==> src/rtl/core/dmn_pkg.sv <==
`timescale 1ns / 1ps
// ----------------------------------------------------------------------------
// Distributed mutex node package
// Shared types, codes and widths for the mutual exclusion node.
// ----------------------------------------------------------------------------
package dmn_pkg;

    localparam int MAX_NODES   = 16;
    localparam int SCAN_W      = $clog2(MAX_NODES);
    localparam int ID_W        = 4;
    localparam int CLK_W       = 32;
    localparam int TALLY_W     = 5;
    localparam int SENT_W      = 4;
    localparam int CFG_IDX_W   = 1;
    localparam int CFG_DATA_W  = 4;

    localparam logic [TALLY_W-1:0]   TALLY_MAX   = '1;
    localparam logic [SENT_W-1:0]    MAX_REPLIES = SENT_W'(15);
    localparam logic [SCAN_W-1:0]    SCAN_LAST   = SCAN_W'(MAX_NODES - 1);
    localparam logic [CFG_IDX_W-1:0] CFG_SELF_ID    = CFG_IDX_W'(0);
    localparam logic [CFG_IDX_W-1:0] CFG_PEER_COUNT = CFG_IDX_W'(1);

    typedef enum logic [1:0] {
        CMD_LOCK    = 2'd0,
        CMD_UNLOCK  = 2'd1,
        CMD_REQUEST = 2'd2,
        CMD_REPLY   = 2'd3
    } cmd_t;

    typedef enum logic [2:0] {
        ACT_REPLY = 3'd0,
        ACT_BCAST = 3'd1,
        ACT_GRANT = 3'd2,
        ACT_REL   = 3'd3,
        ACT_REJ   = 3'd4
    } action_t;

    typedef enum logic [1:0] {
        PH_IDLE = 2'd0,
        PH_REQ  = 2'd1,
        PH_HELD = 2'd2
    } phase_t;

    typedef enum logic [4:0] {
        S_IDLE  = 5'b00001,
        S_EXEC  = 5'b00010,
        S_GRANT = 5'b00100,
        S_SCAN  = 5'b01000,
        S_REL   = 5'b10000
    } state_t;

    typedef enum logic [1:0] {
        ALU_INC    = 2'd0,
        ALU_MAXINC = 2'd1,
        ALU_CMP    = 2'd2
    } alu_op_t;

    typedef struct packed {
        alu_op_t            op;
        logic [CLK_W-1:0]   a;
        logic [CLK_W-1:0]   b;
    } alu_req_t;

    typedef struct packed {
        logic [CLK_W-1:0]   sum;
        logic               lt;
        logic               eq;
    } alu_res_t;

    typedef struct packed {
        logic [ID_W-1:0]    self_id;
        logic [ID_W-1:0]    peer_count;
    } cfg_t;

endpackage

==> src/rtl/core/distributed_mutex_node_unit.sv <==
`timescale 1ns / 1ps
// ----------------------------------------------------------------------------
// Distributed mutex node
// One node of timestamp-ordered mutual exclusion with a logical clock.
// ----------------------------------------------------------------------------
// An accepted request is latched into the command registers and the execution state,
// from which each result is registered onto the ports. Lock, peer request, peer reply
// and a rejected command end there; a lock granted at once then goes to the grant state.
// An unlock from the held phase sweeps all 16 deferred bits, one per cycle, and then
// releases. No request is taken while busy; the receiver cannot stall the results.
// Reset clears the node to idle with the clock at one and both settings at zero.
module distributed_mutex_node_unit (
    input  logic                              clk,
    input  logic                              rst_n,
    input  logic                              start,
    output logic                              busy,
    input  logic [1:0]                        command,
    input  logic [dmn_pkg::ID_W-1:0]          peer_id,
    input  logic [dmn_pkg::CLK_W-1:0]         peer_timestamp,
    input  logic                              cfg_we,
    input  logic [dmn_pkg::CFG_IDX_W-1:0]     cfg_index,
    input  logic [dmn_pkg::CFG_DATA_W-1:0]    cfg_data,
    output logic                              strobe,
    output logic [2:0]                        action,
    output logic [dmn_pkg::ID_W-1:0]          dest_node,
    output logic [dmn_pkg::CLK_W-1:0]         stamp_out,
    output logic                              last
);

    logic [dmn_pkg::ID_W-1:0] self_id_reg, self_id_next;
    logic [dmn_pkg::ID_W-1:0] peer_count_reg, peer_count_next;
    dmn_pkg::cfg_t            cfg;
    dmn_pkg::alu_req_t        alu_req;
    dmn_pkg::alu_res_t        alu_res;

    always_comb
    begin
        self_id_next    = self_id_reg;
        peer_count_next = peer_count_reg;
        if (cfg_we)
        begin
            unique case (cfg_index)
                dmn_pkg::CFG_SELF_ID:
                begin
                    self_id_next = cfg_data;
                end
                dmn_pkg::CFG_PEER_COUNT:
                begin
                    peer_count_next = cfg_data;
                end
                default:
                begin
                    self_id_next = self_id_reg;
                end
            endcase
        end
    end

    always_ff @(posedge clk or negedge rst_n)
    begin
        if (!rst_n)
        begin
            self_id_reg    <= '0;
            peer_count_reg <= '0;
        end
        else
        begin
            self_id_reg    <= self_id_next;
            peer_count_reg <= peer_count_next;
        end
    end

    assign cfg.self_id    = self_id_reg;
    assign cfg.peer_count = peer_count_reg;

    dmn_alu u_alu (
        .req (alu_req),
        .res (alu_res)
    );

    dmn_ctrl u_ctrl (
        .clk            (clk),
        .rst_n          (rst_n),
        .start          (start),
        .command        (command),
        .peer_id        (peer_id),
        .peer_timestamp (peer_timestamp),
        .cfg            (cfg),
        .alu_req        (alu_req),
        .alu_res        (alu_res),
        .busy           (busy),
        .strobe         (strobe),
        .action         (action),
        .dest_node      (dest_node),
        .stamp_out      (stamp_out),
        .last           (last)
    );

endmodule

==> src/rtl/core/dmn_alu.sv <==
`timescale 1ns / 1ps
// ----------------------------------------------------------------------------
// Distributed mutex node clock unit
// Shared 32-bit compare and increment unit used by the sequencer.
// ----------------------------------------------------------------------------
module dmn_alu (
    input  dmn_pkg::alu_req_t req,
    output dmn_pkg::alu_res_t res
);

    logic                    a_lt_b;
    logic [dmn_pkg::CLK_W-1:0] operand;

    assign a_lt_b = req.a < req.b;

    always_comb
    begin
        unique case (req.op)
            dmn_pkg::ALU_MAXINC:
            begin
                operand = a_lt_b ? req.b : req.a;
            end
            dmn_pkg::ALU_INC, dmn_pkg::ALU_CMP:
            begin
                operand = req.a;
            end
            default:
            begin
                operand = req.a;
            end
        endcase
    end

    assign res.sum = operand + dmn_pkg::CLK_W'(1);
    assign res.lt  = a_lt_b;
    assign res.eq  = req.a == req.b;

endmodule

==> src/rtl/core/dmn_ctrl.sv <==
`timescale 1ns / 1ps
// ----------------------------------------------------------------------------
// Distributed mutex node sequencer
// Holds the node state and steps each request through the shared clock unit.
// ----------------------------------------------------------------------------
module dmn_ctrl (
    input  logic                          clk,
    input  logic                          rst_n,
    input  logic                          start,
    input  logic [1:0]                    command,
    input  logic [dmn_pkg::ID_W-1:0]      peer_id,
    input  logic [dmn_pkg::CLK_W-1:0]     peer_timestamp,
    input  dmn_pkg::cfg_t                 cfg,
    output dmn_pkg::alu_req_t             alu_req,
    input  dmn_pkg::alu_res_t             alu_res,
    output logic                          busy,
    output logic                          strobe,
    output logic [2:0]                    action,
    output logic [dmn_pkg::ID_W-1:0]      dest_node,
    output logic [dmn_pkg::CLK_W-1:0]     stamp_out,
    output logic                          last
);

    dmn_pkg::state_t                  state_reg, state_next;
    dmn_pkg::phase_t                  phase_reg, phase_next;
    logic [dmn_pkg::CLK_W-1:0]        clock_reg, clock_next;
    logic [dmn_pkg::TALLY_W-1:0]      tally_reg, tally_next;
    logic [dmn_pkg::MAX_NODES-1:0]    mask_reg, mask_next;
    logic [dmn_pkg::SCAN_W-1:0]       idx_reg, idx_next;
    logic [dmn_pkg::SENT_W-1:0]       sent_reg, sent_next;

    dmn_pkg::cmd_t                    cmd_reg, cmd_next;
    logic [dmn_pkg::ID_W-1:0]         pid_reg, pid_next;
    logic [dmn_pkg::CLK_W-1:0]        pts_reg, pts_next;

    logic                             strobe_reg, strobe_next;
    dmn_pkg::action_t                 action_reg, action_next;
    logic [dmn_pkg::ID_W-1:0]         dest_reg, dest_next;
    logic [dmn_pkg::CLK_W-1:0]        stamp_reg, stamp_next;
    logic                             last_reg, last_next;

    logic                             accept;
    logic                             pid_bad;
    logic [dmn_pkg::TALLY_W-1:0]      tally_inc;
    logic [dmn_pkg::MAX_NODES-1:0]    pid_bit;

    assign busy    = state_reg != dmn_pkg::S_IDLE;
    assign accept  = start && !busy;
    assign pid_bad = (pid_reg == cfg.self_id) || (32'(pid_reg) >= 32'(dmn_pkg::MAX_NODES));
    assign pid_bit = dmn_pkg::MAX_NODES'(1) << pid_reg;
    assign tally_inc = (tally_reg == dmn_pkg::TALLY_MAX) ? tally_reg
                                                         : tally_reg + dmn_pkg::TALLY_W'(1);

    always_comb
    begin
        state_next  = state_reg;
        phase_next  = phase_reg;
        clock_next  = clock_reg;
        tally_next  = tally_reg;
        mask_next   = mask_reg;
        idx_next    = idx_reg;
        sent_next   = sent_reg;
        cmd_next    = cmd_reg;
        pid_next    = pid_reg;
        pts_next    = pts_reg;
        strobe_next = 1'b0;
        action_next = dmn_pkg::ACT_REPLY;
        dest_next   = '0;
        stamp_next  = '0;
        last_next   = 1'b0;
        alu_req.op  = dmn_pkg::ALU_INC;
        alu_req.a   = clock_reg;
        alu_req.b   = clock_reg;

        unique case (state_reg)
            dmn_pkg::S_IDLE:
            begin
                if (accept)
                begin
                    cmd_next   = dmn_pkg::cmd_t'(command);
                    pid_next   = peer_id;
                    pts_next   = peer_timestamp;
                    state_next = dmn_pkg::S_EXEC;
                end
            end
            dmn_pkg::S_EXEC:
            begin
                state_next = dmn_pkg::S_IDLE;
                unique case (cmd_reg)
                    dmn_pkg::CMD_LOCK:
                    begin
                        if (phase_reg != dmn_pkg::PH_IDLE)
                        begin
                            strobe_next = 1'b1;
                            action_next = dmn_pkg::ACT_REJ;
                            last_next   = 1'b1;
                        end
                        else
                        begin
                            clock_next  = alu_res.sum;
                            phase_next  = dmn_pkg::PH_REQ;
                            tally_next  = '0;
                            strobe_next = 1'b1;
                            action_next = dmn_pkg::ACT_BCAST;
                            stamp_next  = alu_res.sum;
                            if (cfg.peer_count == '0)
                            begin
                                state_next = dmn_pkg::S_GRANT;
                            end
                            else
                            begin
                                last_next = 1'b1;
                            end
                        end
                    end
                    dmn_pkg::CMD_UNLOCK:
                    begin
                        if (phase_reg != dmn_pkg::PH_HELD)
                        begin
                            strobe_next = 1'b1;
                            action_next = dmn_pkg::ACT_REJ;
                            last_next   = 1'b1;
                        end
                        else
                        begin
                            clock_next = alu_res.sum;
                            idx_next   = '0;
                            sent_next  = '0;
                            state_next = dmn_pkg::S_SCAN;
                        end
                    end
                    dmn_pkg::CMD_REQUEST:
                    begin
                        priority if (pid_bad)
                        begin
                            strobe_next = 1'b1;
                            action_next = dmn_pkg::ACT_REJ;
                            last_next   = 1'b1;
                        end
                        else if (phase_reg == dmn_pkg::PH_REQ)
                        begin
                            alu_req.op = dmn_pkg::ALU_CMP;
                            alu_req.a  = pts_reg;
                            if (alu_res.lt || (alu_res.eq && (pid_reg < cfg.self_id)))
                            begin
                                strobe_next = 1'b1;
                                action_next = dmn_pkg::ACT_REPLY;
                                dest_next   = pid_reg;
                                last_next   = 1'b1;
                            end
                            else
                            begin
                                mask_next = mask_reg | pid_bit;
                            end
                        end
                        else if (phase_reg == dmn_pkg::PH_HELD)
                        begin
                            mask_next = mask_reg | pid_bit;
                        end
                        else
                        begin
                            alu_req.op  = dmn_pkg::ALU_MAXINC;
                            alu_req.a   = pts_reg;
                            clock_next  = alu_res.sum;
                            strobe_next = 1'b1;
                            action_next = dmn_pkg::ACT_REPLY;
                            dest_next   = pid_reg;
                            last_next   = 1'b1;
                        end
                    end
                    dmn_pkg::CMD_REPLY:
                    begin
                        if (phase_reg == dmn_pkg::PH_REQ)
                        begin
                            tally_next = tally_inc;
                            if (tally_inc >= {1'b0, cfg.peer_count})
                            begin
                                phase_next  = dmn_pkg::PH_HELD;
                                strobe_next = 1'b1;
                                action_next = dmn_pkg::ACT_GRANT;
                                last_next   = 1'b1;
                            end
                        end
                    end
                    default:
                    begin
                        state_next = dmn_pkg::S_IDLE;
                    end
                endcase
            end
            dmn_pkg::S_GRANT:
            begin
                phase_next  = dmn_pkg::PH_HELD;
                strobe_next = 1'b1;
                action_next = dmn_pkg::ACT_GRANT;
                last_next   = 1'b1;
                state_next  = dmn_pkg::S_IDLE;
            end
            dmn_pkg::S_SCAN:
            begin
                if (mask_reg[idx_reg] && (sent_reg < dmn_pkg::MAX_REPLIES))
                begin
                    strobe_next = 1'b1;
                    action_next = dmn_pkg::ACT_REPLY;
                    dest_next   = dmn_pkg::ID_W'(idx_reg);
                    sent_next   = sent_reg + dmn_pkg::SENT_W'(1);
                end
                if (idx_reg == dmn_pkg::SCAN_LAST)
                begin
                    state_next = dmn_pkg::S_REL;
                end
                else
                begin
                    idx_next = idx_reg + dmn_pkg::SCAN_W'(1);
                end
            end
            dmn_pkg::S_REL:
            begin
                mask_next   = '0;
                phase_next  = dmn_pkg::PH_IDLE;
                strobe_next = 1'b1;
                action_next = dmn_pkg::ACT_REL;
                last_next   = 1'b1;
                state_next  = dmn_pkg::S_IDLE;
            end
            default:
            begin
                state_next = dmn_pkg::S_IDLE;
            end
        endcase
    end

    always_ff @(posedge clk or negedge rst_n)
    begin
        if (!rst_n)
        begin
            state_reg  <= dmn_pkg::S_IDLE;
            phase_reg  <= dmn_pkg::PH_IDLE;
            clock_reg  <= dmn_pkg::CLK_W'(1);
            tally_reg  <= '0;
            mask_reg   <= '0;
            idx_reg    <= '0;
            sent_reg   <= '0;
            strobe_reg <= 1'b0;
        end
        else
        begin
            state_reg  <= state_next;
            phase_reg  <= phase_next;
            clock_reg  <= clock_next;
            tally_reg  <= tally_next;
            mask_reg   <= mask_next;
            idx_reg    <= idx_next;
            sent_reg   <= sent_next;
            strobe_reg <= strobe_next;
        end
    end

    always_ff @(posedge clk)
    begin
        cmd_reg    <= cmd_next;
        pid_reg    <= pid_next;
        pts_reg    <= pts_next;
        action_reg <= action_next;
        dest_reg   <= dest_next;
        stamp_reg  <= stamp_next;
        last_reg   <= last_next;
    end

    assign strobe    = strobe_reg;
    assign action    = action_reg;
    assign dest_node = dest_reg;
    assign stamp_out = stamp_reg;
    assign last      = last_reg;

    a_accept_exec: assert property (@(posedge clk) disable iff (!rst_n)
        accept |=> state_reg == dmn_pkg::S_EXEC)
        else $error("accepted request did not enter execution");

    a_strobe_from_work: assert property (@(posedge clk) disable iff (!rst_n)
        strobe_reg |-> $past(state_reg) != dmn_pkg::S_IDLE)
        else $error("result issued without a request in progress");

    a_grant_holds: assert property (@(posedge clk) disable iff (!rst_n)
        (strobe_reg && action_reg == dmn_pkg::ACT_GRANT) |-> phase_reg == dmn_pkg::PH_HELD)
        else $error("lock granted without entering the held phase");

    a_release_clears: assert property (@(posedge clk) disable iff (!rst_n)
        state_reg == dmn_pkg::S_REL |=> (mask_reg == '0 && phase_reg == dmn_pkg::PH_IDLE))
        else $error("release left deferred peers or the held phase behind");

    a_scan_bounded: assert property (@(posedge clk) disable iff (!rst_n)
        state_reg == dmn_pkg::S_SCAN |-> phase_reg == dmn_pkg::PH_HELD)
        else $error("deferred scan outside the held phase");

endmodule

==> config.mk <==
export PLATFORM = sky130hd
export DESIGN_NAME = distributed_mutex_node_unit
export DESIGN_NICKNAME = d
export VERILOG_FILES = /design/src/rtl/core/dmn_pkg.sv /design/src/rtl/core/distributed_mutex_node_unit.sv /design/src/rtl/core/dmn_alu.sv /design/src/rtl/core/dmn_ctrl.sv
export SDC_FILE = /design/constraint.sdc
export NUM_CORES = 1
export LEC_CHECK = 0
export BUFFER_PORTS_ARGS = -buffer_cell sky130_fd_sc_hd__clkbuf_2
export CAP_MARGIN = 0
export CORE_MARGIN = 2
export CORE_UTILIZATION = 64
export CTS_CLUSTER_SIZE = 28
export DETAILED_ROUTE_END_ITERATION = 16
export PLACE_DENSITY = 0.86
export SLEW_MARGIN = 20
export SYNTH_ARGS = -nofsm -noshare
export SYNTH_HDL_FRONTEND = slang
export SYNTH_HIERARCHICAL = 1
export SYNTH_SLANG_ARGS = --single-unit
==> constraint.sdc <==
create_clock -name clk -period 13.3 [get_ports clk]
set_clock_uncertainty 0.05 [all_clocks]
set_input_delay 2.66 -clock clk [delete_from_list [all_inputs] [get_ports clk]]
set_output_delay 2.66 -clock clk [all_outputs]
set_load 0.01 [all_outputs]
# After elaboration in Yosys (flattened, before gate mapping)

Cells that the tools add are included.

Output and inout bits: 42
Register bits: 155
Bits of input ports: 47
Word-level logic and storage cells: 164

Bitwise gates (word level): 4
Muxes and demuxes: 71
Shifts and indexed selects: 1
Add/subtract/negate cells: 4
Reduce and logical (&&, ||, !) cells: 25
Equal/unequal tests: 37
Order comparisons: 5

Operators with widths:

| kind                    | count |
|---|---|
| $mux W32                | 7 |
| $mux W34                | 4 |
| $pmux W32 S3            | 1 |
| $mux W16                | 5 |
| $mux W4                 | 11 |
| $mux W33                | 1 |
| $add A32 B1 Y32 const B | 1 |
| $eq A32 B32 Y1          | 1 |
| $lt A32 B32 Y1          | 1 |
| $pmux W16 S2            | 1 |
| $mux W5                 | 6 |
| $pmux W4 S2             | 3 |
| $ne A2 B2 Y1 const B    | 11 |
| $pmux W5 S2             | 2 |
| $or A16 B16 Y16         | 1 |
| $shl A1 B4 Y16 const A  | 1 |
| $mux W3                 | 5 |
| $pmux W5 S3             | 1 |
| $pmux W3 S4             | 1 |
| $reduce_and A4 Y1       | 3 |
| $mux W1                 | 11 |
| $eq A5 B5 Y1 const B    | 2 |
| $reduce_and A5 Y1       | 2 |
| $ne A3 B2 Y1 const B    | 3 |
| 38 further kinds        | 62 |

# Depth between registers and ports, before layout

Gate-level depths: netlist of run 1.

Depth in word-level cells: 14
Depth in mapped cells: 29
Mapped depth without buffers: 26

# By module

Netlist of run 1, hierarchy kept.

Modules (own cells, without submodules):

| module                      | instances | cells an instance | area an instance (um2) | sequential area each (um2) |
|---|---|---|---|---|
| dmn_ctrl                    | 1         | 490               | 6,164.7                | 3,671.0 |
| dmn_alu                     | 1         | 326               | 2,268.4                | 0.0 |
| distributed_mutex_node_unit | 1         | 18                | 325.3                  | 200.2 |

# Worst setup path before layout of run 1

No wires, ideal clock.

Path kind: register to register
Start: register u_ctrl/pid_reg[3] (netlist name)
End: register u_ctrl/clock_reg[26] (netlist name)
Setup time: 0.125 ns
Path buffers: 4
Stages on the path, launching flop included: 28
Clock period less this slack: 6.030 ns
Data arrival time: 5.855 ns
Setup slack: 7.270 ns
Data required time: 13.125 ns
Cell sequence: edfxtp_1 ha_1 nand4_1 and4_1 a21boi_2 buf_4 mux2_2 ha_1 a21oi_1 nand2_1 a221oi_2 o221ai_2 a2111oi_2 buf_6 buf_2 buf_4 mux2_2 ha_1 and4_1 nand4_1 nor2_1 nand3_1 nor2_1 mux2_4 nand4_1 xor2_1 mux2i_1 mux2_2

RTL lines:

| what                   | RTL line        | text |
|---|---|---|
| start, declared        | dmn_ctrl.sv:33  | `logic [dmn_pkg::ID_W-1:0] pid_reg, pid_next;` |
| start signal, assigned | dmn_ctrl.sv:262 | `pid_reg <= pid_next;` |
| end signal, assigned   | dmn_ctrl.sv:239 | `clock_reg <= dmn_pkg::CLK_W'(1);` |
| end signal, assigned   | dmn_ctrl.sv:250 | `clock_reg <= clock_next;` |
| end, declared          | dmn_ctrl.sv:26  | `logic [dmn_pkg::CLK_W-1:0] clock_reg, clock_next;` |

==> results.json, run 1 <==
{
  "status": "finished clean",
  "antenna_found_initial": 0,
  "die_y_um": 121,
  "grt_max_degree": 78,
  "ys_types": 69,
  "synth-xor-area-share_pct": 4.80,
  "slew_violations": 0,
  "power_switching_w": 0.000619,
  "synth_most_common_cell": "dfrtp_1",
  "ant_nets": 0,
  "hold_start": "u_ctrl/mask_reg[2]$_DFFE_PN0P_",
  "critical_path.max_fanout": 17,
  "seqCellArea_um2": 3870,
  "rsz0062_at_grt": "false",
  "cts_tree": "yes",
  "slew_headroom_pct": 30.9,
  "max_slew.worst_pin.slew_ns": 1.04,
  "drt_pass1_iterations": 5,
  "async_flop_share_pct": 49.7,
  "drt_iter0_markers": 550,
  "synth_top_family_by_area": "simple AND/OR/NAND/NOR gates",
  "synthSimpleGateAreaFrac_pct": 16.5,
  "clkTransAtPathRegs_ns": 0.06,
  "grt_pass1_vias": 6733,
  "fin_tns_setup_ns": 0,
  "comb_power_share_pct": 34.9,
  "ys_seq_area_share_pct": 44.2,
  "hold_violations": 0,
  "muxShareOfSynthArea_pct": 14.8,
  "portBuffers": 88,
  "synth_common_cells": "dfrtp_1, nand2_1, mux2_2",
  "synthesis.nets": 928,
  "clockRootBuffer": "clkbuf_16",
  "r2r_end": "u_ctrl/clock_reg[30]$_DFFE_PN0P_",
  "synth_cells": 834,
  "multi_input_area_um2": 4540,
  "period_share_pct": 53.5,
  "dp_hpwl_mm": 13.9,
  "critical_path_required_ns": 13.56,
  "peakVddDrop_v": 0.000124,
  "clk_path_buf_depth": 2,
  "yosys_warnings": 6,
  "synth.area.top_cells": "dfrtp_1, edfxtp_1, dfxtp_1, mux2_2, ha_1",
  "max_cap_violations": 0,
  "num_rows": 42,
  "powerDensity_nw_per_um2": 174,
  "cp-startpoint": "u_ctrl/pid_reg[3]$_DFFE_PP_",
  "cts-buffers-inserted": 17,
  "worst_slack_ns": 6.18,
  "synth_edf_count": 38,
  "place_ws_ns": 6.46,
  "p_clk_share_pct": 29.3,
  "diodes": 0,
  "fmax_mhz": 140,
  "die_w_um": 121,
  "setup_violations": 0,
  "viasPerCell": 6.19,
  "r2r_cells": 24,
  "min_to": "u_ctrl/mask_reg[2]$_DFFE_PN0P_",
  "cts_hold_buf": 0,
  "clock_sink_count": 155,
  "crit_arrival_ns": 7.38,
  "fillers": 925,
  "holdPathStages": 2,
  "syn_area_um2": 8760,
  "pin_count": 89,
  "track_usage_pct": 29.5,
  "r2r_setup_slack_ns": 6.18,
  "hp-class": "reg -> reg",
  "cts_setup_buffers": 0,
  "grt_pass1_wl_mm": 33.8,
  "min_period_ns": 7.12,
  "p_leak_nw": 4.31,
  "drive_gt1_share_pct": 23.4,
  "grt_overflow_total": 0,
  "cts_resized": 0,
  "htreeDepth": 4,
  "coreArea_um2": 13300,
  "clk_latency_ns": 0.43,
  "synthAdderAreaFrac_pct": 6.71,
  "p_int_w": 0.00111,
  "synth_compound_area_share_pct": 8.79,
  "yosys_register_bits": 155,
  "syn_area_per_cell_um2": 10.5,
  "synth_top_area_cell": "dfrtp_1",
  "end_kind": "flip-flop",
  "ys.flop_type": "dfrtp_1",
  "r2r-start": "u_ctrl/pid_reg[3]$_DFFE_PP_",
  "remaining_drc_errors": 0,
  "critPathLaunchType": "flip-flop",
  "synth_top_area_share_pct": 21.4,
  "gp_congestion": 0.957,
  "seq_power_share_pct": 35.9,
  "drt-total-wl_mm": 20.6,
  "vias": 6842,
  "wire_per_inst_um": 18.6,
  "die-area_um2": 14600,
  "nNetsFinal": 1011,
  "crit_type": "reg -> reg",
  "area_growth_pct": 13.3,
  "switching_share_pct": 35.8,
  "start_util_pct": 65.9
}
==> routing by layer <==
metal,track usage [%],part of all wire [%],up-vias
li1,-,-,3185
met1,38.8,42,3343
met2,48.9,50,263
met3,5.31,5.8,51
met4,10.8,2.2,0
met5,0,0,-
==> worst max-delay path: stages, from the launching register on <==
cell	delay [ns]
edfxtp_1	0.46
ha_1	0.36
nand4_1	0.21
and4_1	0.31
a21boi_4	0.58
buf_4	0.38
mux2_1	0.44
ha_1	0.32
a21oi_1	0.17
o21ai_0	0.13
a221oi_2	0.26
o221ai_2	0.18
a2111oi_4	0.63
mux2_2	0.27
ha_1	0.22
and4_1	0.28
nand4_1	0.16
nor2_1	0.21
nand3_1	0.19
nor2_1	0.15
mux2_4	0.21
nand2_1	0.13
nor3_1	0.28
xnor2_1	0.13
mux2_2	0.27
==> placed cells by master, fill, tap and decap left out, drive strengths merged, types with 37 or more instances in the layout <==
cell / count
nand2: 73
ha: 47
dfrtp: 75
inv: 52
edfxtp: 38
mux2: 77
mux2i: 40
o21ai: 42
dfxtp: 40
and3: 41
nor2: 37
clkbuf: 106
==> layout make-up <==
type	count	area share, %
Timing Repair Buffer	93	4.88
Tap cell	176	2.22
Sequential cell	155	39.0
Multi-Input combinational cell	598	45.7
Inverter	52	1.97
Clock inverter	13	1.75
Clock buffer	19	4.46
==> cells by family (layout without fill, tap and decap cells) <==
| kind of cell | after synthesis | after routing |
|---|---|---|
| buf+inv | 81 | 177 |
| fa+ha+maj | 47 | 47 |
| compound gates | 116 | 116 |
| xor+xnor | 48 | 48 |
| flops | 155 | 155 |
| mux | 117 | 117 |
| simple gates | 270 | 270 |
==> worst max-delay path by stage <==
stage,end,slack (ns),cells after the start
4_1_cts,u_ctrl/clock_reg[30]$_DFFE_PN0P_,6.29,24
3_5_place_dp,u_ctrl/clock_reg[30]$_DFFE_PN0P_,6.46,24
2_1_floorplan,u_ctrl/clock_reg[26]$_DFFE_PN0P_,7.27,27
3_3_place_gp,u_ctrl/clock_reg[30]$_DFFE_PN0P_,6.71,24
5_1_grt,u_ctrl/clock_reg[30]$_DFFE_PN0P_,5.72,24
6_report,u_ctrl/clock_reg[30]$_DFFE_PN0P_,6.18,24
==> power by group through the flow <==
stage          Clock (W)  Combinational [W]  Sequential [W]
3_5_place_dp           0           0.000588        0.000627
6_report        0.000506           0.000603        0.000621
3_3_place_gp           0           0.000573        0.000624
2_1_floorplan          0           0.000456        0.000605
5_1_grt         0.000528           0.000666        0.000629
4_1_cts         0.000509           0.000596        0.000619
==> per-stage QoR <==
stage | cells | area [um^2] | utilization [%] | hold slack (ns) | power (W)
4_1_cts | 1106 | 9920 | 74.6 | 0.427 | 0.00172
6_report | 1106 | 9920 | 74.6 | 0.422 | 0.00173
3_3_place_gp | 1074 | 9300 | 70.0 | 0.406 | 0.00120
2_1_floorplan | 834 | 8760 | - | 0.394 | 0.00106
3_5_place_dp | 1074 | 9300 | 70.0 | 0.414 | 0.00121
5_1_grt | 1106 | 9920 | 74.6 | 0.445 | 0.00182
(Power assumes the default switching activity.)
==> run 2, diff against run 1 <==
--- a/config.mk
+++ b/config.mk
@@ -8,10 +8,10 @@
 export BUFFER_PORTS_ARGS = -buffer_cell sky130_fd_sc_hd__clkbuf_2
 export CAP_MARGIN = 0
 export CORE_MARGIN = 2
-export CORE_UTILIZATION = 64
+export CORE_UTILIZATION = 60
 export CTS_CLUSTER_SIZE = 28
 export DETAILED_ROUTE_END_ITERATION = 16
-export PLACE_DENSITY = 0.86
+export PLACE_DENSITY = 0.81
 export SLEW_MARGIN = 20
 export SYNTH_ARGS = -nofsm -noshare
 export SYNTH_HDL_FRONTEND = slang
==> constraint.sdc (replaced) <==
create_clock -name clk -period 6.85 [get_ports clk]
set_clock_uncertainty 0.05 [all_clocks]
set_input_delay 1.37 -clock clk [delete_from_list [all_inputs] [get_ports clk]]
set_output_delay 1.37 -clock clk [all_outputs]
set_load 0.01 [all_outputs]
==> run 2 against run 1 <==
  * Flip-flop and latch count unchanged
  * Count of clock-buffer cells in the layout increased by 1
  * Largest power group unchanged
  * Utilization decreased by 5.6 points
  * Non-clock buffer count increased by 4
  * Clock power increased by 86%
  * Worst hold slack improved by 0.011 ns
  * Critical path type unchanged
  * Combinational power increased by 91%
  * Final cell count increased by 1.1%
  * Die area increased by 6.4%
  * Worst setup slack got worse by 5.6 ns
  * Total power increased by 90%
==> results.json, run 2 (synthesis results as in run 1) <==
{
  "drt_iter0_markers": 540,
  "clockRootBuffer": "clkbuf_16",
  "whs_ns": 0.433,
  "switching_share_pct": 35.8,
  "rsz0062_at_grt": "false",
  "period_share_pct": 92.0,
  "hold_violations": 0,
  "fin_cells": 1118,
  "pin_count": 89,
  "end_kind": "flip-flop",
  "max_cap_violations": 0,
  "grt_pass1_vias": 6544,
  "num_rows": 44,
  "critical-path-top-delay-family": "simple AND/OR/NAND/NOR gates",
  "drt-total-wl_mm": 19.8,
  "cts_resized": 0,
  "fillers": 1107,
  "fin_tns_setup_ns": 0,
  "powerDensity_nw_per_um2": 331,
  "max_slew.worst_pin.slew_ns": 0.997,
  "nNetsFinal": 1015,
  "p_leak_nw": 4.32,
  "p_int_w": 0.00212,
  "final_util_pct": 69.0,
  "status": "finished clean",
  "dp_hpwl_mm": 13.4,
  "track_usage_pct": 26.1,
  "hp-class": "reg -> reg",
  "clk_path_buf_depth": 2,
  "gp_congestion": 0.971,
  "min_period_ns": 6.30,
  "final_cell_mix": "clkbuf_2, dfrtp_1, nand2_1",
  "grt_pass1_wl_mm": 32.8,
  "dp.cells": 1085,
  "multi_input_area_um2": 4540,
  "slowest_stage": "a2111oi_4",
  "clock_sink_count": 155,
  "clk_latency_ns": 0.43,
  "grt_max_degree": 78,
  "start_util_pct": 60.7,
  "cts-buffers-inserted": 17,
  "drt_pass1_iterations": 5,
  "antenna_found_initial": 0,
  "path_buf_inv": 1,
  "path_cells": "ha_1, nand4_1, and4_1, a21boi_4, buf_12, mux2_2, ha_1, a21oi_1, nand2_1, a221oi_2, o221ai_2, a2111oi_4, mux2_2, ha_1, and4_1, nand4_1, nor2_1, nand3_1, nor2_1, mux2_4, nand2_1, nor3b_2, xnor2_1, mux2_2",
  "vias": 6653,
  "seqCellArea_um2": 3870,
  "cts_tree": "yes",
  "grt_overflow_total": 0,
  "slew_violations": 0,
  "die-area_um2": 15600,
  "seq_power_share_pct": 36.4,
  "ant_nets": 0,
  "power_switching_w": 0.00118,
  "diodes": 0,
  "coreArea_um2": 14400,
  "p_clk_share_pct": 28.6,
  "mostFrequentLayoutCell": "clkbuf_2",
  "fmax_mhz": 159,
  "drive_gt1_share_pct": 23.7,
  "slew_headroom_pct": 33.5,
  "critical_path_required_ns": 7.10,
  "peakVddDrop_v": 0.000258,
  "critical_path.max_fanout": 15,
  "crit_arrival_ns": 6.55,
  "setup_violations": 0,
  "viasPerCell": 5.95,
  "die_y_um": 125,
  "cts_hold_buf": 0,
  "critPathLaunchType": "flip-flop",
  "portBuffers": 88,
  "crit_type": "reg -> reg",
  "area_growth_pct": 13.6,
  "slowest_delay_ns": 0.49,
  "die_w_um": 125,
  "wire_per_inst_um": 17.7,
  "remaining_drc_errors": 0,
  "cts_setup_buffers": 0,
  "comb_power_share_pct": 35.0,
  "htreeDepth": 4,
  "clkTransAtPathRegs_ns": 0.06
}
run 2: worst register-to-register path: stages (launching register included):
cell	delay (ns)
edfxtp_1	0.46
ha_1	0.35
nand4_1	0.21
and4_1	0.30
a21boi_4	0.23
buf_12	0.17
mux2_2	0.40
ha_1	0.33
a21oi_1	0.16
nand2_1	0.08
a221oi_2	0.30
o221ai_2	0.19
a2111oi_4	0.49
mux2_2	0.23
ha_1	0.26
and4_1	0.28
nand4_1	0.15
nor2_1	0.22
nand3_1	0.20
nor2_1	0.15
mux2_4	0.21
nand2_1	0.14
nor3b_2	0.26
xnor2_1	0.10
mux2_2	0.26
run 2: final timing paths:
path                                                startpoint                               end  slack (ns)  cells past startpoint
worst max-delay path               u_ctrl/pid_reg[3]$_DFFE_PP_  u_ctrl/clock_reg[28]$_DFFE_PN0P_        0.55                     24
worst min-delay path            u_ctrl/mask_reg[0]$_DFFE_PN0P_    u_ctrl/mask_reg[0]$_DFFE_PN0P_        0.43                      2
worst max register to register     u_ctrl/pid_reg[3]$_DFFE_PP_  u_ctrl/clock_reg[28]$_DFFE_PN0P_        0.55                     24
worst min register to register  u_ctrl/mask_reg[0]$_DFFE_PN0P_    u_ctrl/mask_reg[0]$_DFFE_PN0P_        0.43                      2
max in group asynchronous                                rst_n  u_ctrl/clock_reg[28]$_DFFE_PN0P_        5.30                      1
min in group asynchronous                                rst_n   u_ctrl/clock_reg[8]$_DFFE_PN0P_        0.93                      1
run 2: final cells by class:
cell class	instances	area share, %
clock buffers	20	4.39
clock inverters	12	1.50
inverters	52	1.96
multi-input cells	598	45.7
flip-flops and latches	155	38.9
well taps	184	2.31
repair buffers	97	5.29
run 2: per-layer routing:
layer / vias up / GRT usage (%) / share of wire [%]
met2: 220 / 41.7 / 48
met4: 0 / 7.97 / 1.6
met5: - / 0 / 0
li1: 3192 / - / -
met1: 3212 / 35.6 / 45
met3: 29 / 6.23 / 5.8
run 2: power by group through the flow:
stage | Combinational (W) | Clock, W | Sequential (W)
6_report | 0.00115 | 0.000942 | 0.00120
2_1_floorplan | 0.000885 | 0 | 0.00117
3_5_place_dp | 0.00112 | 0 | 0.00121
3_3_place_gp | 0.00110 | 0 | 0.00121
4_1_cts | 0.00114 | 0.000958 | 0.00119
5_1_grt | 0.00128 | 0.00100 | 0.00121
run 2: metrics by stage:
stage	instance area, um^2	total power (W)	setup WS [ns]
2_1_floorplan	8760	0.00206	0.820
3_3_place_gp	9340	0.00231	0.741
3_5_place_dp	9340	0.00233	0.539
4_1_cts	9930	0.00329	0.450
5_1_grt	9950	0.00350	0.177
6_report	9950	0.00329	0.551
==> run 3, diff against run 2 <==
--- a/config.mk
+++ b/config.mk
@@ -7,11 +7,14 @@
 export LEC_CHECK = 0
 export BUFFER_PORTS_ARGS = -buffer_cell sky130_fd_sc_hd__clkbuf_2
 export CAP_MARGIN = 0
+export CELL_PAD_IN_SITES_DETAIL_PLACEMENT = 1
+export CELL_PAD_IN_SITES_GLOBAL_PLACEMENT = 2
+export CORE_ASPECT_RATIO = 0.5
 export CORE_MARGIN = 2
-export CORE_UTILIZATION = 60
+export CORE_UTILIZATION = 39
 export CTS_CLUSTER_SIZE = 28
 export DETAILED_ROUTE_END_ITERATION = 16
-export PLACE_DENSITY = 0.81
+export PLACE_DENSITY_LB_ADDON = 0.1
 export SLEW_MARGIN = 20
 export SYNTH_ARGS = -nofsm -noshare
 export SYNTH_HDL_FRONTEND = slang
==> run 3 against run 2 <==
  * Design area rose by 2.4%
  * Wire length rose by 22%
  * Worst hold slack barely moved
  * Global-route usage fell by 4.7 points
  * Total power rose by 5.4%
  * Flip-flop and latch count did not move
  * Utilization fell by 22 points
  * Largest power group is now combinational logic
  * Sequential power barely moved
  * Critical endpoint is now u_ctrl/clock_reg[26]$_DFFE_PN0P_
  * First-iteration DRC count fell by 40%
  * Count of clock-buffer cells in the layout rose by 3
  * Maximum frequency fell by 0.29%
  * Register-to-register slack got worse by 0.02 ns
==> results.json, run 3 (synthesis results as in run 1) <==
{
  "status": "finished clean",
  "place_ws_ns": 0.303,
  "min_period_ns": 6.32,
  "portBuffers": 88,
  "cts_hold_buf": 0,
  "fmax_mhz": 158,
  "dp_hpwl_mm": 17.0,
  "cts_tree": "yes",
  "p_leak_nw": 4.37,
  "clock_sink_count": 155,
  "p_clk_share_pct": 29.7,
  "power_switching_w": 0.00128,
  "start_util_pct": 40.0,
  "p_int_w": 0.00219,
  "slew_violations": 0,
  "clockRootBuffer": "clkbuf_16",
  "critical_path_required_ns": 7.12,
  "critical_path.max_fanout": 14,
  "hold_violations": 0,
  "p_total_w": 0.00347,
  "peakVddDrop_v": 0.000163,
  "crit_type": "reg -> reg",
  "grt_pass1_wl_mm": 38.7,
  "remaining_drc_errors": 0,
  "drt_iter0_markers": 324,
  "critPathLaunchType": "flip-flop",
  "path_cells": "ha_1, nand4_1, and4_1, a21boi_4, buf_12, mux2_2, ha_1, a21oi_1, nand2_1, a221oi_2, o221ai_2, a2111oi_4, mux2_2, ha_1, and4_1, nand4_1, nor2_2, nand3_1, nor2_1, mux2_4, nand4_1, xor2_1, mux2i_1, mux2_2",
  "antenna_found_initial": 0,
  "mostFrequentLayoutCell": "clkbuf_2",
  "worst_slack_ns": 0.532,
  "die_w_um": 216,
  "slew_headroom_pct": 37.9,
  "end_kind": "flip-flop",
  "period_share_pct": 92.2,
  "hp-class": "reg -> reg",
  "clkTransAtPathRegs_ns": 0.06,
  "placed_cell_area_um2": 9500,
  "htreeDepth": 4,
  "cts-buffers-inserted": 17,
  "vias": 6592,
  "powerDensity_nw_per_um2": 341,
  "whs_ns": 0.433,
  "track_usage_pct": 21.4,
  "drt_pass1_iterations": 4,
  "clk_path_buf_depth": 2,
  "fin_tns_setup_ns": 0,
  "wire_per_inst_um": 19.6,
  "slowest_stage": "edfxtp_1",
  "gp_congestion": 0.808,
  "switching_share_pct": 36.9,
  "grt_pass1_vias": 6887,
  "max_cap_violations": 0,
  "grt_overflow_total": 0,
  "stdcell_area_um2": 10200,
  "seq_power_share_pct": 34.5,
  "viasPerCell": 5.32,
  "max_slew.worst_pin.slew_ns": 0.931,
  "setup_violations": 0,
  "drt-total-wl_mm": 24.2,
  "ant_nets": 0,
  "crit_arrival_ns": 6.59,
  "diodes": 0,
  "final_cell_mix": "clkbuf_2, dfrtp_1, nand2_1",
  "pin_count": 89,
  "comb_power_share_pct": 35.8,
  "num_rows": 38,
  "coreArea_um2": 21900,
  "die-area_um2": 23700,
  "clk_latency_ns": 0.44,
  "area_growth_pct": 16.4,
  "drive_gt1_share_pct": 24.2,
  "grt_max_degree": 78,
  "slowest_delay_ns": 0.46,
  "die_y_um": 110,
  "nNetsFinal": 1019,
  "rsz0062_at_grt": "false"
}
-- run 3: critical path, delay by kind of cell (launching register included) --
| kind | cells | cell delay [ns] |
|---|---|---|
| buffers and inverters | 1 | 0.17 |
| DFF | 1 | 0.46 |
| muxes | 5 | 1.28 |
| xor gates and xnor gates | 1 | 0.24 |
| and+or+nand+nor | 9 | 1.76 |
| AOI/OAI and AO/OA | 5 | 1.33 |
| adders and majority gates | 3 | 0.93 |
-- run 3: repair_timing --
action,CTS,global route
setup buffers,0,4
setup endpoints to repair,0,15
resized for setup,0,1
endpoints found under the hold margin,0,0
-- run 3: path summary, 6_finish.rpt --
kind / end / from / depth (start not counted) / slack [ns]
worst max-delay path: u_ctrl/clock_reg[26]$_DFFE_PN0P_ / u_ctrl/pid_reg[3]$_DFFE_PP_ / 24 / 0.53
worst min-delay path: u_ctrl/mask_reg[9]$_DFFE_PN0P_ / u_ctrl/mask_reg[9]$_DFFE_PN0P_ / 2 / 0.43
worst max register to register: u_ctrl/clock_reg[26]$_DFFE_PN0P_ / u_ctrl/pid_reg[3]$_DFFE_PP_ / 24 / 0.53
worst min register to register: u_ctrl/mask_reg[9]$_DFFE_PN0P_ / u_ctrl/mask_reg[9]$_DFFE_PN0P_ / 2 / 0.43
max in group asynchronous: u_ctrl/clock_reg[19]$_DFFE_PN0P_ / rst_n / 1 / 5.26
min in group asynchronous: u_ctrl/sent_reg[1]$_DFFE_PN0P_ / rst_n / 1 / 0.92
-- run 3: metal layers --
metal / global-route usage (%) / vias to the layer above / wire length, um
met4: 6.51 / 0 / 317
met2: 33.7 / 73 / 10900
met1: 30.0 / 3306 / 12400
li1: - / 3187 / -
met5: 0 / - / 0
met3: 4.07 / 26 / 634
-- run 3: power by group through the flow --
stage          Clock (W)  Combinational (W)  Sequential (W)
5_1_grt          0.00109            0.00138         0.00122
2_1_floorplan          0           0.000885         0.00117
3_3_place_gp           0            0.00119         0.00122
6_report         0.00103            0.00124         0.00120
3_5_place_dp           0            0.00122         0.00122
4_1_cts          0.00106            0.00123         0.00120
-- run 3: area by class of cell --
class                           instances  area, um^2
Clock buffer                           23         512
Clock inverter                          9         131
Fill cell                            2439       11700
Inverter                               52         195
Multi-Input combinational cell        598        4550
Sequential cell                       155        3870
Tap cell                              300         375
Timing Repair Buffer                  101         557
-- run 3: through the flow --
stage,utilization (%),cells
after floorplan,-,834
after global placement,43.4,1202
after detailed placement,43.4,1202
after CTS,46.4,1234
after global routing,46.6,1238
final,46.6,1238
